`config.mk`:
```
export PLATFORM = sky130hd
export DESIGN_NAME = mlfq_select_and_preempt_unit_flat
export DESIGN_NICKNAME = d
export VERILOG_FILES = /design/src/sv/mlfq_pkg.sv /design/src/sv/mlfq_ifs.sv /design/src/sv/mlfq_select_and_preempt_unit.sv /design/src/sv/mlfq_sel.sv /design/src/sv/mlfq_pre.sv /design/src/flat_wrapper.sv
export SDC_FILE = /design/constraint.sdc
export NUM_CORES = 1
export LEC_CHECK = 0
export CORE_MARGIN = 2
export CORE_UTILIZATION = 25
export CTS_CLUSTER_SIZE = 14
export DETAILED_ROUTE_END_ITERATION = 7
export DONT_BUFFER_PORTS = 1
export PLACE_DENSITY = 0.35
export SYNTH_ARGS = -nofsm -noshare
export SYNTH_HDL_FRONTEND = slang
export SYNTH_HIERARCHICAL = 1
export SYNTH_SLANG_ARGS = --single-unit
```
`constraint.sdc`:
```
create_clock -name i_clk -period 8.5 [get_ports i_clk]
set_clock_uncertainty 0.2 [all_clocks]
set_input_delay 1.275 -clock i_clk [delete_from_list [all_inputs] [get_ports i_clk]]
set_output_delay 1.275 -clock i_clk [all_outputs]
set_load 0.02 [all_outputs]
```
`src/sv/mlfq_pkg.sv`:
```
`default_nettype none

package mlfq_pkg;

    // slice registers are fixed by the register map
    localparam int SLICE_REGS = 4;
    localparam int LEVEL_W    = 2;
    localparam int LCOUNT_W   = 3;
    localparam int SLICE_W    = 16;
    localparam int PID_W      = 16;
    localparam int PRIO_W     = 8;
    localparam int TIME_W     = 32;
    localparam int CFG_IDX_W  = 3;

    typedef enum logic [1:0] {
        REQ_READY   = 2'd0,
        REQ_PREEMPT = 2'd1,
        REQ_EMPTY   = 2'd2
    } t_req;

    typedef enum logic [CFG_IDX_W-1:0] {
        CFG_LEVEL_COUNT = 3'd0,
        CFG_SLICE_L0    = 3'd1,
        CFG_SLICE_L1    = 3'd2,
        CFG_SLICE_L2    = 3'd3,
        CFG_SLICE_L3    = 3'd4
    } t_cfg_idx;

    localparam logic RES_SELECT  = 1'b0;
    localparam logic RES_PREEMPT = 1'b1;

    typedef struct packed {
        logic [1:0]        req_type;
        logic [PID_W-1:0]  proc_id;
        logic [PRIO_W-1:0] proc_priority;
        logic [TIME_W-1:0] change_time;
        logic              last_entry;
        logic [PRIO_W-1:0] cand_priority;
        logic [TIME_W-1:0] now_time;
    } t_req_beat;

    typedef struct packed {
        logic             result_kind;
        logic [PID_W-1:0] chosen_pid;
        logic             pid_valid;
        logic             do_preempt;
    } t_res_beat;

    typedef logic [SLICE_REGS-1:0][SLICE_W-1:0] t_slices;

    // clamp a priority to the levels in use (n is 1..4)
    function automatic logic [LEVEL_W-1:0] level_of(input logic [PRIO_W-1:0] prio,
                                                    input logic [LCOUNT_W-1:0] n);
        logic [LCOUNT_W-1:0] top_lvl;
        top_lvl = n - 3'd1;
        if (prio >= {{(PRIO_W-LCOUNT_W){1'b0}}, n}) begin
            return top_lvl[LEVEL_W-1:0];
        end
        return prio[LEVEL_W-1:0];
    endfunction

endpackage

`default_nettype wire

```
`src/sv/mlfq_ifs.sv`:
```
`default_nettype none

interface mlfq_req_if;
    logic        valid;
    logic        ready;
    logic [1:0]  req_type;
    logic [15:0] proc_id;
    logic [7:0]  proc_priority;
    logic [31:0] change_time;
    logic        last_entry;
    logic [7:0]  cand_priority;
    logic [31:0] now_time;

    modport source (output valid, req_type, proc_id, proc_priority, change_time,
                    last_entry, cand_priority, now_time, input ready);
    modport sink (input valid, req_type, proc_id, proc_priority, change_time,
                  last_entry, cand_priority, now_time, output ready);
endinterface

interface mlfq_res_if;
    logic        valid;
    logic        ready;
    logic        result_kind;
    logic [15:0] chosen_pid;
    logic        pid_valid;
    logic        do_preempt;

    modport source (output valid, result_kind, chosen_pid, pid_valid, do_preempt,
                    input ready);
    modport sink (input valid, result_kind, chosen_pid, pid_valid, do_preempt,
                  output ready);
endinterface

interface mlfq_cfg_if;
    logic        valid;
    logic        ready;
    logic [2:0]  index;
    logic [15:0] data;

    modport source (output valid, index, data, input ready);
    modport sink (input valid, index, data, output ready);
endinterface

`default_nettype wire

```
`src/sv/mlfq_select_and_preempt_unit.sv`:
```
// Multilevel feedback queue policy engine. Request beats arrive on i_req: a
// ready entry (one per queued process, last_entry on the final one), a
// preempt query, or a select on an empty queue. Priorities clamp to a level
// below the programmed level count (zero counts as one, capped at
// min(MAX_LEVELS, 4)). Selection keeps the best entry by lowest level, then
// oldest change time, then lowest pid, and answers on the final entry. A
// preempt query fires when the candidate sits on a lower level or the
// running process used up its level's slice (zero slice acts as one).
// A request that yields a result passes one input register and one result
// register, with the compare or the 32-bit elapsed-time subtract in between.
// A new request is taken every cycle unless a held result beat stalls the
// input register; the held best entry is updated in the same cycle as its
// compare, so back to back ready entries need no stall. Configuration writes
// are taken at any time and are meant for idle periods only.
`default_nettype none

module mlfq_select_and_preempt_unit #(
    parameter int MAX_LEVELS = 4
) (
    input  wire logic   i_clk,
    input  wire logic   i_rst_n,
    mlfq_req_if.sink    i_req,
    mlfq_res_if.source  o_res,
    mlfq_cfg_if.sink    i_cfg
);

    // highest usable level count: bounded by the slice register file
    localparam int LEVEL_CAP = (MAX_LEVELS < mlfq_pkg::SLICE_REGS) ? MAX_LEVELS
                                                                 : mlfq_pkg::SLICE_REGS;

    // configuration registers
    logic [mlfq_pkg::LCOUNT_W-1:0] r_level_count;
    mlfq_pkg::t_slices             r_slices;

    // input stage
    logic                r_s1_valid;
    mlfq_pkg::t_req_beat r_s1;

    // result stage
    logic                r_res_valid;
    mlfq_pkg::t_res_beat r_res;
    mlfq_pkg::t_res_beat n_res;

    logic [mlfq_pkg::LCOUNT_W-1:0] levels;
    logic [mlfq_pkg::PID_W-1:0]    sel_pid;
    logic                          preempt;
    logic                          s1_emits;
    logic                          s1_adv;
    logic                          out_free;

    // config port never stalls
    assign i_cfg.ready = 1'b1;

    always_ff @(posedge i_clk) begin
        if (!i_rst_n) begin
            r_level_count <= 3'd1;
            r_slices      <= {mlfq_pkg::SLICE_REGS{16'd1}};
        end else if (i_cfg.valid) begin
            unique case (i_cfg.index)
                mlfq_pkg::CFG_LEVEL_COUNT: r_level_count <= i_cfg.data[mlfq_pkg::LCOUNT_W-1:0];
                mlfq_pkg::CFG_SLICE_L0:    r_slices[0]   <= i_cfg.data;
                mlfq_pkg::CFG_SLICE_L1:    r_slices[1]   <= i_cfg.data;
                mlfq_pkg::CFG_SLICE_L2:    r_slices[2]   <= i_cfg.data;
                mlfq_pkg::CFG_SLICE_L3:    r_slices[3]   <= i_cfg.data;
                default: begin
                    // unmapped index: dropped
                end
            endcase
        end
    end

    // effective level count, 1..LEVEL_CAP
    always_comb begin
        if (r_level_count == '0) begin
            levels = 3'd1;
        end else if (r_level_count > 3'(LEVEL_CAP)) begin
            levels = 3'(LEVEL_CAP);
        end else begin
            levels = r_level_count;
        end
    end

    // does the staged beat produce a result beat
    always_comb begin
        case (r_s1.req_type)
            mlfq_pkg::REQ_READY:   s1_emits = r_s1.last_entry;
            mlfq_pkg::REQ_PREEMPT: s1_emits = 1'b1;
            mlfq_pkg::REQ_EMPTY:   s1_emits = 1'b1;
            default:               s1_emits = 1'b0;
        endcase
    end

    assign out_free    = !r_res_valid || o_res.ready;
    assign s1_adv      = r_s1_valid && (!s1_emits || out_free);
    assign i_req.ready = !r_s1_valid || s1_adv;

    always_ff @(posedge i_clk) begin
        if (!i_rst_n) begin
            r_s1_valid <= 1'b0;
        end else if (i_req.valid && i_req.ready) begin
            r_s1_valid <= 1'b1;
        end else if (s1_adv) begin
            r_s1_valid <= 1'b0;
        end
    end

    always_ff @(posedge i_clk) begin
        if (i_req.valid && i_req.ready) begin
            r_s1.req_type      <= i_req.req_type;
            r_s1.proc_id       <= i_req.proc_id;
            r_s1.proc_priority <= i_req.proc_priority;
            r_s1.change_time   <= i_req.change_time;
            r_s1.last_entry    <= i_req.last_entry;
            r_s1.cand_priority <= i_req.cand_priority;
            r_s1.now_time      <= i_req.now_time;
        end
    end

    // best-entry tracker, updated once per retired beat
    mlfq_sel u_sel (
        .i_clk    (i_clk),
        .i_rst_n  (i_rst_n),
        .i_step   (s1_adv),
        .i_beat   (r_s1),
        .i_levels (levels),
        .o_pid    (sel_pid)
    );

    // slice and level check
    mlfq_pre u_pre (
        .i_beat    (r_s1),
        .i_levels  (levels),
        .i_slices  (r_slices),
        .o_preempt (preempt)
    );

    // result beat assembly
    always_comb begin
        n_res = '0;
        case (r_s1.req_type)
            mlfq_pkg::REQ_READY: begin
                n_res.result_kind = mlfq_pkg::RES_SELECT;
                n_res.chosen_pid  = sel_pid;
                n_res.pid_valid   = 1'b1;
            end
            mlfq_pkg::REQ_PREEMPT: begin
                n_res.result_kind = mlfq_pkg::RES_PREEMPT;
                n_res.do_preempt  = preempt;
            end
            default: begin
                // empty queue: no pid chosen
                n_res.result_kind = mlfq_pkg::RES_SELECT;
            end
        endcase
    end

    always_ff @(posedge i_clk) begin
        if (!i_rst_n) begin
            r_res_valid <= 1'b0;
        end else if (s1_adv && s1_emits) begin
            r_res_valid <= 1'b1;
        end else if (o_res.ready) begin
            r_res_valid <= 1'b0;
        end
    end

    always_ff @(posedge i_clk) begin
        if (s1_adv && s1_emits) begin
            r_res <= n_res;
        end
    end

    assign o_res.valid       = r_res_valid;
    assign o_res.result_kind = r_res.result_kind;
    assign o_res.chosen_pid  = r_res.chosen_pid;
    assign o_res.pid_valid   = r_res.pid_valid;
    assign o_res.do_preempt  = r_res.do_preempt;

endmodule

`default_nettype wire

```
`src/sv/mlfq_sel.sv`:
```
`default_nettype none

module mlfq_sel (
    input  wire logic                                i_clk,
    input  wire logic                                i_rst_n,
    input  wire logic                                i_step,
    input  wire mlfq_pkg::t_req_beat                 i_beat,
    input  wire logic [mlfq_pkg::LCOUNT_W-1:0]       i_levels,
    output logic      [mlfq_pkg::PID_W-1:0]          o_pid
);

    logic                            r_have;
    logic [mlfq_pkg::LEVEL_W-1:0]    r_best_lvl;
    logic [mlfq_pkg::TIME_W-1:0]     r_best_time;
    logic [mlfq_pkg::PID_W-1:0]      r_best_pid;

    logic [mlfq_pkg::LEVEL_W-1:0]    lvl;
    logic                            better;

    always_comb begin
        lvl    = mlfq_pkg::level_of(i_beat.proc_priority, i_levels);
        better = !r_have
              || (lvl < r_best_lvl)
              || ((lvl == r_best_lvl) && (i_beat.change_time < r_best_time))
              || ((lvl == r_best_lvl) && (i_beat.change_time == r_best_time)
                  && (i_beat.proc_id < r_best_pid));
        o_pid  = better ? i_beat.proc_id : r_best_pid;
    end

    always_ff @(posedge i_clk) begin
        if (!i_rst_n) begin
            r_have      <= 1'b0;
            r_best_lvl  <= '0;
            r_best_time <= '0;
            r_best_pid  <= '0;
        end else if (i_step) begin
            case (i_beat.req_type)
                mlfq_pkg::REQ_READY: begin
                    if (better) begin
                        r_best_lvl  <= lvl;
                        r_best_time <= i_beat.change_time;
                        r_best_pid  <= i_beat.proc_id;
                    end
                    // the final entry closes the selection
                    r_have <= !i_beat.last_entry;
                end
                mlfq_pkg::REQ_EMPTY: begin
                    r_have <= 1'b0;
                end
                default: begin
                end
            endcase
        end
    end

endmodule

`default_nettype wire

```
`src/sv/mlfq_pre.sv`:
```
`default_nettype none

module mlfq_pre (
    input  wire mlfq_pkg::t_req_beat              i_beat,
    input  wire logic [mlfq_pkg::LCOUNT_W-1:0]    i_levels,
    input  wire mlfq_pkg::t_slices                i_slices,
    output logic                                  o_preempt
);

    logic [mlfq_pkg::LEVEL_W-1:0] run_lvl;
    logic [mlfq_pkg::LEVEL_W-1:0] cand_lvl;
    logic [mlfq_pkg::SLICE_W-1:0] slice;
    logic [mlfq_pkg::TIME_W-1:0]  elapsed;

    always_comb begin
        run_lvl  = mlfq_pkg::level_of(i_beat.proc_priority, i_levels);
        cand_lvl = mlfq_pkg::level_of(i_beat.cand_priority, i_levels);
        slice    = i_slices[run_lvl];
        // a zero slice behaves as one tick
        if (slice == '0) begin
            slice = 16'd1;
        end
        elapsed   = i_beat.now_time - i_beat.change_time;
        o_preempt = (cand_lvl < run_lvl)
                 || (elapsed >= {{(mlfq_pkg::TIME_W-mlfq_pkg::SLICE_W){1'b0}}, slice});
    end

endmodule

`default_nettype wire
```
`src/flat_wrapper.sv`:
```
// flat-port wrapper written by rule: the top's interface ports become plain ports
module mlfq_select_and_preempt_unit_flat 
#(
    parameter int MAX_LEVELS = 4
)
  (i_clk, i_rst_n, i_req_valid, i_req_req_type, i_req_proc_id, i_req_proc_priority, i_req_change_time, i_req_last_entry, i_req_cand_priority, i_req_now_time, i_req_ready, o_res_valid, o_res_result_kind, o_res_chosen_pid, o_res_pid_valid, o_res_do_preempt, o_res_ready, i_cfg_valid, i_cfg_index, i_cfg_data, i_cfg_ready);
  mlfq_req_if i_req_i ();
  mlfq_res_if o_res_i ();
  mlfq_cfg_if i_cfg_i ();
  input  wire logic i_clk;
  input  wire logic i_rst_n;
  input wire logic [$bits(i_req_i.valid)-1:0] i_req_valid;
  input wire logic [$bits(i_req_i.req_type)-1:0] i_req_req_type;
  input wire logic [$bits(i_req_i.proc_id)-1:0] i_req_proc_id;
  input wire logic [$bits(i_req_i.proc_priority)-1:0] i_req_proc_priority;
  input wire logic [$bits(i_req_i.change_time)-1:0] i_req_change_time;
  input wire logic [$bits(i_req_i.last_entry)-1:0] i_req_last_entry;
  input wire logic [$bits(i_req_i.cand_priority)-1:0] i_req_cand_priority;
  input wire logic [$bits(i_req_i.now_time)-1:0] i_req_now_time;
  output wire logic [$bits(i_req_i.ready)-1:0] i_req_ready;
  output wire logic [$bits(o_res_i.valid)-1:0] o_res_valid;
  output wire logic [$bits(o_res_i.result_kind)-1:0] o_res_result_kind;
  output wire logic [$bits(o_res_i.chosen_pid)-1:0] o_res_chosen_pid;
  output wire logic [$bits(o_res_i.pid_valid)-1:0] o_res_pid_valid;
  output wire logic [$bits(o_res_i.do_preempt)-1:0] o_res_do_preempt;
  input wire logic [$bits(o_res_i.ready)-1:0] o_res_ready;
  input wire logic [$bits(i_cfg_i.valid)-1:0] i_cfg_valid;
  input wire logic [$bits(i_cfg_i.index)-1:0] i_cfg_index;
  input wire logic [$bits(i_cfg_i.data)-1:0] i_cfg_data;
  output wire logic [$bits(i_cfg_i.ready)-1:0] i_cfg_ready;
  assign i_req_i.valid = i_req_valid;
  assign i_req_i.req_type = i_req_req_type;
  assign i_req_i.proc_id = i_req_proc_id;
  assign i_req_i.proc_priority = i_req_proc_priority;
  assign i_req_i.change_time = i_req_change_time;
  assign i_req_i.last_entry = i_req_last_entry;
  assign i_req_i.cand_priority = i_req_cand_priority;
  assign i_req_i.now_time = i_req_now_time;
  assign i_req_ready = i_req_i.ready;
  assign o_res_valid = o_res_i.valid;
  assign o_res_result_kind = o_res_i.result_kind;
  assign o_res_chosen_pid = o_res_i.chosen_pid;
  assign o_res_pid_valid = o_res_i.pid_valid;
  assign o_res_do_preempt = o_res_i.do_preempt;
  assign o_res_i.ready = o_res_ready;
  assign i_cfg_i.valid = i_cfg_valid;
  assign i_cfg_i.index = i_cfg_index;
  assign i_cfg_i.data = i_cfg_data;
  assign i_cfg_ready = i_cfg_i.ready;
  mlfq_select_and_preempt_unit #(.MAX_LEVELS(MAX_LEVELS)) u_core (.i_clk(i_clk), .i_rst_n(i_rst_n), .i_req(i_req_i), .o_res(o_res_i), .i_cfg(i_cfg_i));
endmodule
```
==> Yosys cells after proc, flatten, opt, wreduce, memory -nomap -nowiden <==
Cells that the tools add are included.
{ "totals": {"mem_count": 0, "input_bits": 123, "out_inout_bits": 22, "latchBits": 0, "mem_bits_ro": 0, "elab_cells": 95, "regBits": 238, "ramBits": 0} }
{ "op_classes": {"bitwise_logic": 0, "mux": 20, "div_mod_pow": 0, "n_mul": 0, "order_cmp": 9, "add_sub_neg": 2, "n_reduce_logical": 34, "eq_ne": 8, "shift": 0} }
{ "op_table": {"columns": ["cell", "n"], "rows": [
  ["16-bit two-way mux", 3],
  ["16-bit binary-select mux with 2-bit select", 1],
  ["32-bit == test", 1],
  ["32-bit by 16-bit greater-or-equal comparator with 1-bit output", 1],
  ["32-bit less-than comparator", 1],
  ["32-bit subtractor", 1],
  ["8-bit by 3-bit greater-or-equal comparator with 1-bit output", 2],
  ["16-bit zero test", 1],
  ["16-bit less-than comparator", 1],
  ["2-bit AND reduction", 7],
  ["1-bit two-way mux", 8],
  ["2-bit two-way mux", 4],
  ["1-bit logical OR", 7],
  ["3-bit by 2-bit == test with 1-bit output, second input constant", 2],
  ["1-bit logical AND", 6],
  ["3-bit zero test", 2],
  ["3-bit two-way mux", 2],
  ["2-bit nonzero test", 3],
  ["1-bit zero test", 5],
  ["2-bit less-than comparator", 2],
  ["1-bit one-hot mux with 2 select lines", 2],
  ["3-bit by 1-bit == test with 1-bit output, second input constant", 1],
  ["3-bit == test, second input constant", 1],
  ["3-bit greater-than comparator, second input constant", 1],
  ["other kinds (8)", 8]
]} }

==> Depth between registers and ports, before layout <==
{ "logic_depth": {"depth_word": 12, "depth_mapped": 24, "depth_no_buf": 22} }

==> Cells and area by module <==
Netlist, hierarchy kept.
{ "modules_own_cells": {"columns": ["mod", "cells_each", "area_each_um2", "seq_area_each_um2", "n_inst"], "rows": [
  ["mlfq_select_and_preempt_unit", 438, 6369.9, 4924.7, 1],
  ["mlfq_sel", 438, 3681.0, 1021.0, 1],
  ["mlfq_pre", 488, 3309.4, 0.0, 1]
]} }

==> Least setup slack after synthesis <==
Ideal clock, no wire load.
{ "synth_timing": {"path_kind": "input -> register", "from": "input port o_res_ready", "to": "register u_core/r_s1[0] (netlist bit) (enable)", "t_required_ns": 7.730, "slack_ns": 1.763, "stages": 3, "t_arrival_ns": 5.968, "path_buffers": 0, "setup_ns": 0.570, "path_cell_list": "nor2b_1 > and4bb_2 > nor2b_1"} }
{ "synth_between": {"elab_chain_cells": 5} }
{ "synth_lines": {"columns": ["item", "line_no", "text"], "rows": [
  ["start: declaration", "flat_wrapper.sv:26", "input wire logic [$bits(o_res_i.ready)-1:0] o_res_ready;"],
  ["1-bit logical OR", "mlfq_select_and_preempt_unit.sv:93", "assign out_free = !r_res_valid || o_res.ready;"],
  ["1-bit logical OR", "mlfq_select_and_preempt_unit.sv:94", "assign s1_adv = r_s1_valid && (!s1_emits || out_free);"],
  ["1-bit logical AND", "mlfq_select_and_preempt_unit.sv:94", null],
  ["1-bit logical OR", "mlfq_select_and_preempt_unit.sv:95", "assign i_req.ready = !r_s1_valid || s1_adv;"],
  ["1-bit logical AND", "mlfq_select_and_preempt_unit.sv:108", "if (i_req.valid && i_req.ready) begin"],
  ["end: declaration", "mlfq_select_and_preempt_unit.sv:37", "mlfq_pkg::t_req_beat r_s1;"]
]} }
Every way passes these cells.
A chain may end at the register's enable or synchronous reset.

==> Worst setup path in the final report <==
{ "layout_timing": {"from": "register u_core/r_level_count[1] (netlist bit)", "to": "register u_core.r_res (netlist bit u_core/o_res.do_preempt) (data pin)"} }
{ "layout_between": {"elab_chain_cells": 12, "word_cells_on_any_way": 20, "cone_classes": "1 x add/sub; 5 x order compare; 11 x mux; 3 x reduce/logical"} }
{ "layout_lines": {"columns": ["item", "line_no", "text"], "rows": [
  ["start: declaration", "mlfq_select_and_preempt_unit.sv:32", "logic [mlfq_pkg::LCOUNT_W-1:0] r_level_count;"],
  ["start signal: assignment", "mlfq_select_and_preempt_unit.sv:60", "mlfq_pkg::CFG_LEVEL_COUNT: r_level_count <= i_cfg.data[mlfq_pkg::LCOUNT_W-1:0];"],
  ["3-bit greater-than comparator", "mlfq_select_and_preempt_unit.sv:76", "end else if (r_level_count > 3'(LEVEL_CAP)) begin"],
  ["3-bit two-way mux", "mlfq_select_and_preempt_unit.sv:76", null],
  ["3-bit two-way mux (*)", "mlfq_select_and_preempt_unit.sv:74", "if (r_level_count == '0) begin"],
  ["via u_core.levels (one bit)", "mlfq_select_and_preempt_unit.sv:44", "logic [mlfq_pkg::LCOUNT_W-1:0] levels;"],
  ["8-bit by 3-bit greater-or-equal comparator with 1-bit output or 2-bit by 1-bit subtractor with 2-bit output (tied branches)", "mlfq_pkg.sv:56, mlfq_pkg.sv:55", null],
  ["1-bit two-way mux or 2-bit two-way mux (tied branches)", "mlfq_pkg.sv:56", "if (prio >= {{(PRIO_W-LCOUNT_W){1'b0}}, n}) begin"],
  ["2-bit two-way mux", "mlfq_pkg.sv:59", "return prio[LEVEL_W-1:0];"],
  ["16-bit binary-select mux with 2-bit select", "mlfq_pre.sv:18", "slice = i_slices[run_lvl];"],
  ["16-bit two-way mux (implied by the code)", "mlfq_pre.sv:18", null],
  ["16-bit zero test", "mlfq_pre.sv:20", "if (slice == '0) begin"],
  ["16-bit two-way mux", "mlfq_pre.sv:20", null],
  ["32-bit by 16-bit greater-or-equal comparator with 1-bit output", "mlfq_pre.sv:25", "|| (elapsed >= {{(mlfq_pkg::TIME_W-mlfq_pkg::SLICE_W){1'b0}}, slice});"],
  ["1-bit logical OR (*)", "mlfq_pre.sv:25", null],
  ["via u_core.preempt", "mlfq_select_and_preempt_unit.sv:46", "logic preempt;"],
  ["end signal: assignment", "mlfq_select_and_preempt_unit.sv:169", "r_res <= n_res;"],
  ["end: declaration", "mlfq_select_and_preempt_unit.sv:41", "mlfq_pkg::t_res_beat r_res;"]
]} }
The timed path passes the listed nets; every way through them passes the cells marked *. The select of a mux whose other input is x is not followed.

==> impl_metrics.ini <==
[route]
drt-vias-per-instance = 4.597
drt_iter0_drc = 525
vias = 9424
drc = 0
antenna_left = 0
first_pass_iters = 4
wirelength_mm = 38.26
wl_per_cell_um = 18.66

[clocking]
htree_levels = 1
numCtsBuffers = 31
cts.clk_slew.worst_paths_ns = 0.06
postCtsSetupRepairBufs = 0
cts_buffer_depth = 3
cts_root_buffer = clkbuf_16
cts_tree = built
cts-resized-gates = 0
clk_latency_ns = 0.59
clkSinkCount = 238
holdBufCountCts = 0

[yosys]
synth_area_per_cell_um2 = 9.795
yosysTopAreaCell = edfxtp_1
synth_seq_area_share = 0.4450
syn_area_um2 = 13360
synth_nets = 1597
async_reset_ff_frac = 0
ys.flop_type = dfxtp_1
synth_cell_types = 86
yosys.area.top_type_share = 0.2652
synth_seq_cells = 238
ys_warn_count = 6
synth_cells = 1364
synth_area_leaders = edfxtp_1, dfxtp_1, ha_1
synth_edf_count = 118

[pwr]
seqPwrFrac = 0.418
vdd_drop_max_mv = 0.1475
power_density_nw_per_um2 = 205.0
pwr-share-clk = 0.464
swShare = 0.2600
combinationalPowerShare = 0.118
internal_power_mw = 2.281
p_sw_mw = 0.8015
p_leak_nw = 5.435

[setup_path]
path_max_fanout = 19
worstSetupEndpointType = flip-flop
cp.required_ns = 8.64
start_kind = flip-flop
path_class = flip-flop to flip-flop
arrival_ns = 6.41

[floorplanning]
ios = 145
rows = 84
die_area_um2 = 55310
fp.coreArea_um2 = 52660
start_util = 0.2537
die_w_um = 235.2
die_h_um = 235.2

[finish]
syn2layout_area_growth_pct = 12.56
final_cell_mix = nand2_1, inv_1, dfxtp_1
final_common_cell = nand2_1
final_core_util = 0.2856
final_cell_area_um2 = 15040
drive_gt1_frac = 0.09772
final_nets = 1569

[sta]
worst_slew_pin_slew_ns = 1.131
slew_viol_final = 0
fin_tns_setup_ns = 0
relSlewSlack = 0.2460
period_share = 0.7375
rsz0062_at_grt = no
min_period_ns = 6.269
fmax_mhz = 159.5
finalSetupViolCount = 0
finalHoldViolCount = 0

[outcome]
status = finished, final reports clean

[global_route]
grt_use_total = 0.1368
grt_pass1_wl_mm = 59.22
grt_start_max_net_pins = 185
overflow = 0
antenna_found_initial = 3
grt_pass1_vias = 9542

[placement]
place.gp.congestion = 0.7829
io_buffers = 0
placed_cell_area_um2 = 13930
place_hpwl_mm = 27.79

[min_path]
hold_path.class = flip-flop to flip-flop

[flow_run]
drv_cap = 0
==> worst max-delay path, stage by stage, from the launching register on <==
cell and delay, ns:
dfxtp_1 0.36, nor2b_1 0.34, inv_1 0.12, ha_1 0.30
a21oi_1 0.08, o211ai_2 0.61, mux2_2 0.63, inv_1 0.36
a211oi_1 0.36, o22ai_1 0.13, nor4b_1 0.42, a31o_2 0.22
ha_1 0.21, nand2b_1 0.14, a21o_1 0.17, a211oi_1 0.23
o21ai_0 0.12, o211ai_1 0.15, nand4_1 0.19, a2111oi_2 0.40
nand4_1 0.12, and2_1 0.15
==> synthesized netlist by cell type, types with 7 or more instances <==
master and number:
nand2_1 222, inv_1 128, dfxtp_1 120, edfxtp_1 118, ha_1 109, mux2i_1 65
a21oi_1 62, nand3_1 45, clkbuf_1 39, o21ai_0 39, a211oi_1 32, nor2_1 29
o21ai_1 24, and2_1 20, a21o_1 17, nand4_1 17, a21boi_1 16, mux2_2 15
o21a_1 15, nand2b_1 14, xnor2_1 13, nor2b_1 11, a31oi_1 10, mux2_4 10
nor3_1 10, a21boi_2 9, nand2_2 9, buf_2 8, buf_4 8, o211ai_1 8
or2_2 8, a21boi_0 7, and3_1 7
==> area by class of cell <==
type                            instances  area (um2)
Fill cell                            5486       37620
Antenna cell                            1       2.502
Multi-Input combinational cell        930        6590
Sequential cell                       238        5946
Tap cell                              688       860.8
Inverter                              128       480.5
Clock buffer                           33       783.3
Timing Repair Buffer                    7       52.55
Clock inverter                         25       322.8
==> sequential cells by signal (all words and copies together), names as in the netlist <==
name	count
u_core/u_sel/r_best_pid	16
u_core/u_sel/r_best_lvl	2
u_core/r_s1	99
u_core/o_res.valid	1
u_core/u_sel/r_have	1
u_core/r_level_count	3
u_core/o_res.result_kind	1
u_core/o_res.pid_valid	1
u_core/o_res.do_preempt	1
u_core/u_sel/r_best_time	32
u_core/o_res.chosen_pid	16
u_core/r_slices	64
u_core/r_s1_valid	1
==> final timing paths <==
check / start / end / slack [ns] / depth (start not counted)
worst max-delay path: u_core/r_level_count[1]$_SDFFE_PN0P_ / u_core/o_res.do_preempt$_SDFFCE_PN0P_ / 2.23 / 21
worst min-delay path: u_core/u_sel/r_best_time[16]$_SDFFE_PN0P_ / u_core/u_sel/r_best_time[16]$_SDFFE_PN0P_ / 0.26 / 2
worst max register to register: u_core/r_level_count[1]$_SDFFE_PN0P_ / u_core/o_res.do_preempt$_SDFFCE_PN0P_ / 2.23 / 21
worst min register to register: u_core/u_sel/r_best_time[16]$_SDFFE_PN0P_ / u_core/u_sel/r_best_time[16]$_SDFFE_PN0P_ / 0.26 / 2
==> per-layer routing <==
metal  up-vias  wire [um]  part of all wire  global-route usage
li1       4783          -                 -                   -
met1      4427      18780              0.49              0.1902
met2       151      16910              0.44              0.2154
met3        61       1491             0.039             0.02732
met4         2       1057             0.028             0.03740
met5         -         13           0.00034                   0
==> power groups by stage <==
| stage | logic (mW) | clock network, mW | registers, mW |
|---|---|---|---|
| 4_1_cts | 0.369 | 1.49 | 1.29 |
| 3_3_place_gp | 0.368 | 0 | 1.32 |
| 5_1_grt | 0.416 | 1.53 | 1.29 |
| 3_5_place_dp | 0.367 | 0 | 1.31 |
| 2_1_floorplan | 0.289 | 0 | 1.30 |
| 6_report | 0.364 | 1.43 | 1.29 |
==> through the flow <==
stage / hold slack [ns] / total power, mW / cells / worst slack [ns]
after floorplan: 0.2344 / 1.590 / 1364 / 1.763
after global placement: 0.2440 / 1.683 / 1991 / 2.468
after detailed placement: 0.2492 / 1.681 / 1991 / 2.235
after CTS: 0.2588 / 3.147 / 2049 / 2.214
after global routing: 0.2773 / 3.236 / 2050 / 1.805
final: 0.2563 / 3.083 / 2050 / 2.231
==> cell families after synthesis <==
kind of cell / count (synthesis) / share of synthesized area
xor gates and xnor gates: 19 / 0.01246
muxes: 92 / 0.07511
AOI/OAI and AO/OA: 290 / 0.1505
buffers and inverters: 196 / 0.06312
and+or+nand+nor: 418 / 0.1499
adders and majority gates: 110 / 0.1036
DFF: 238 / 0.4450
other: 1 / 0.0002807
Note: power is estimated with default switching activity, not from simulation.
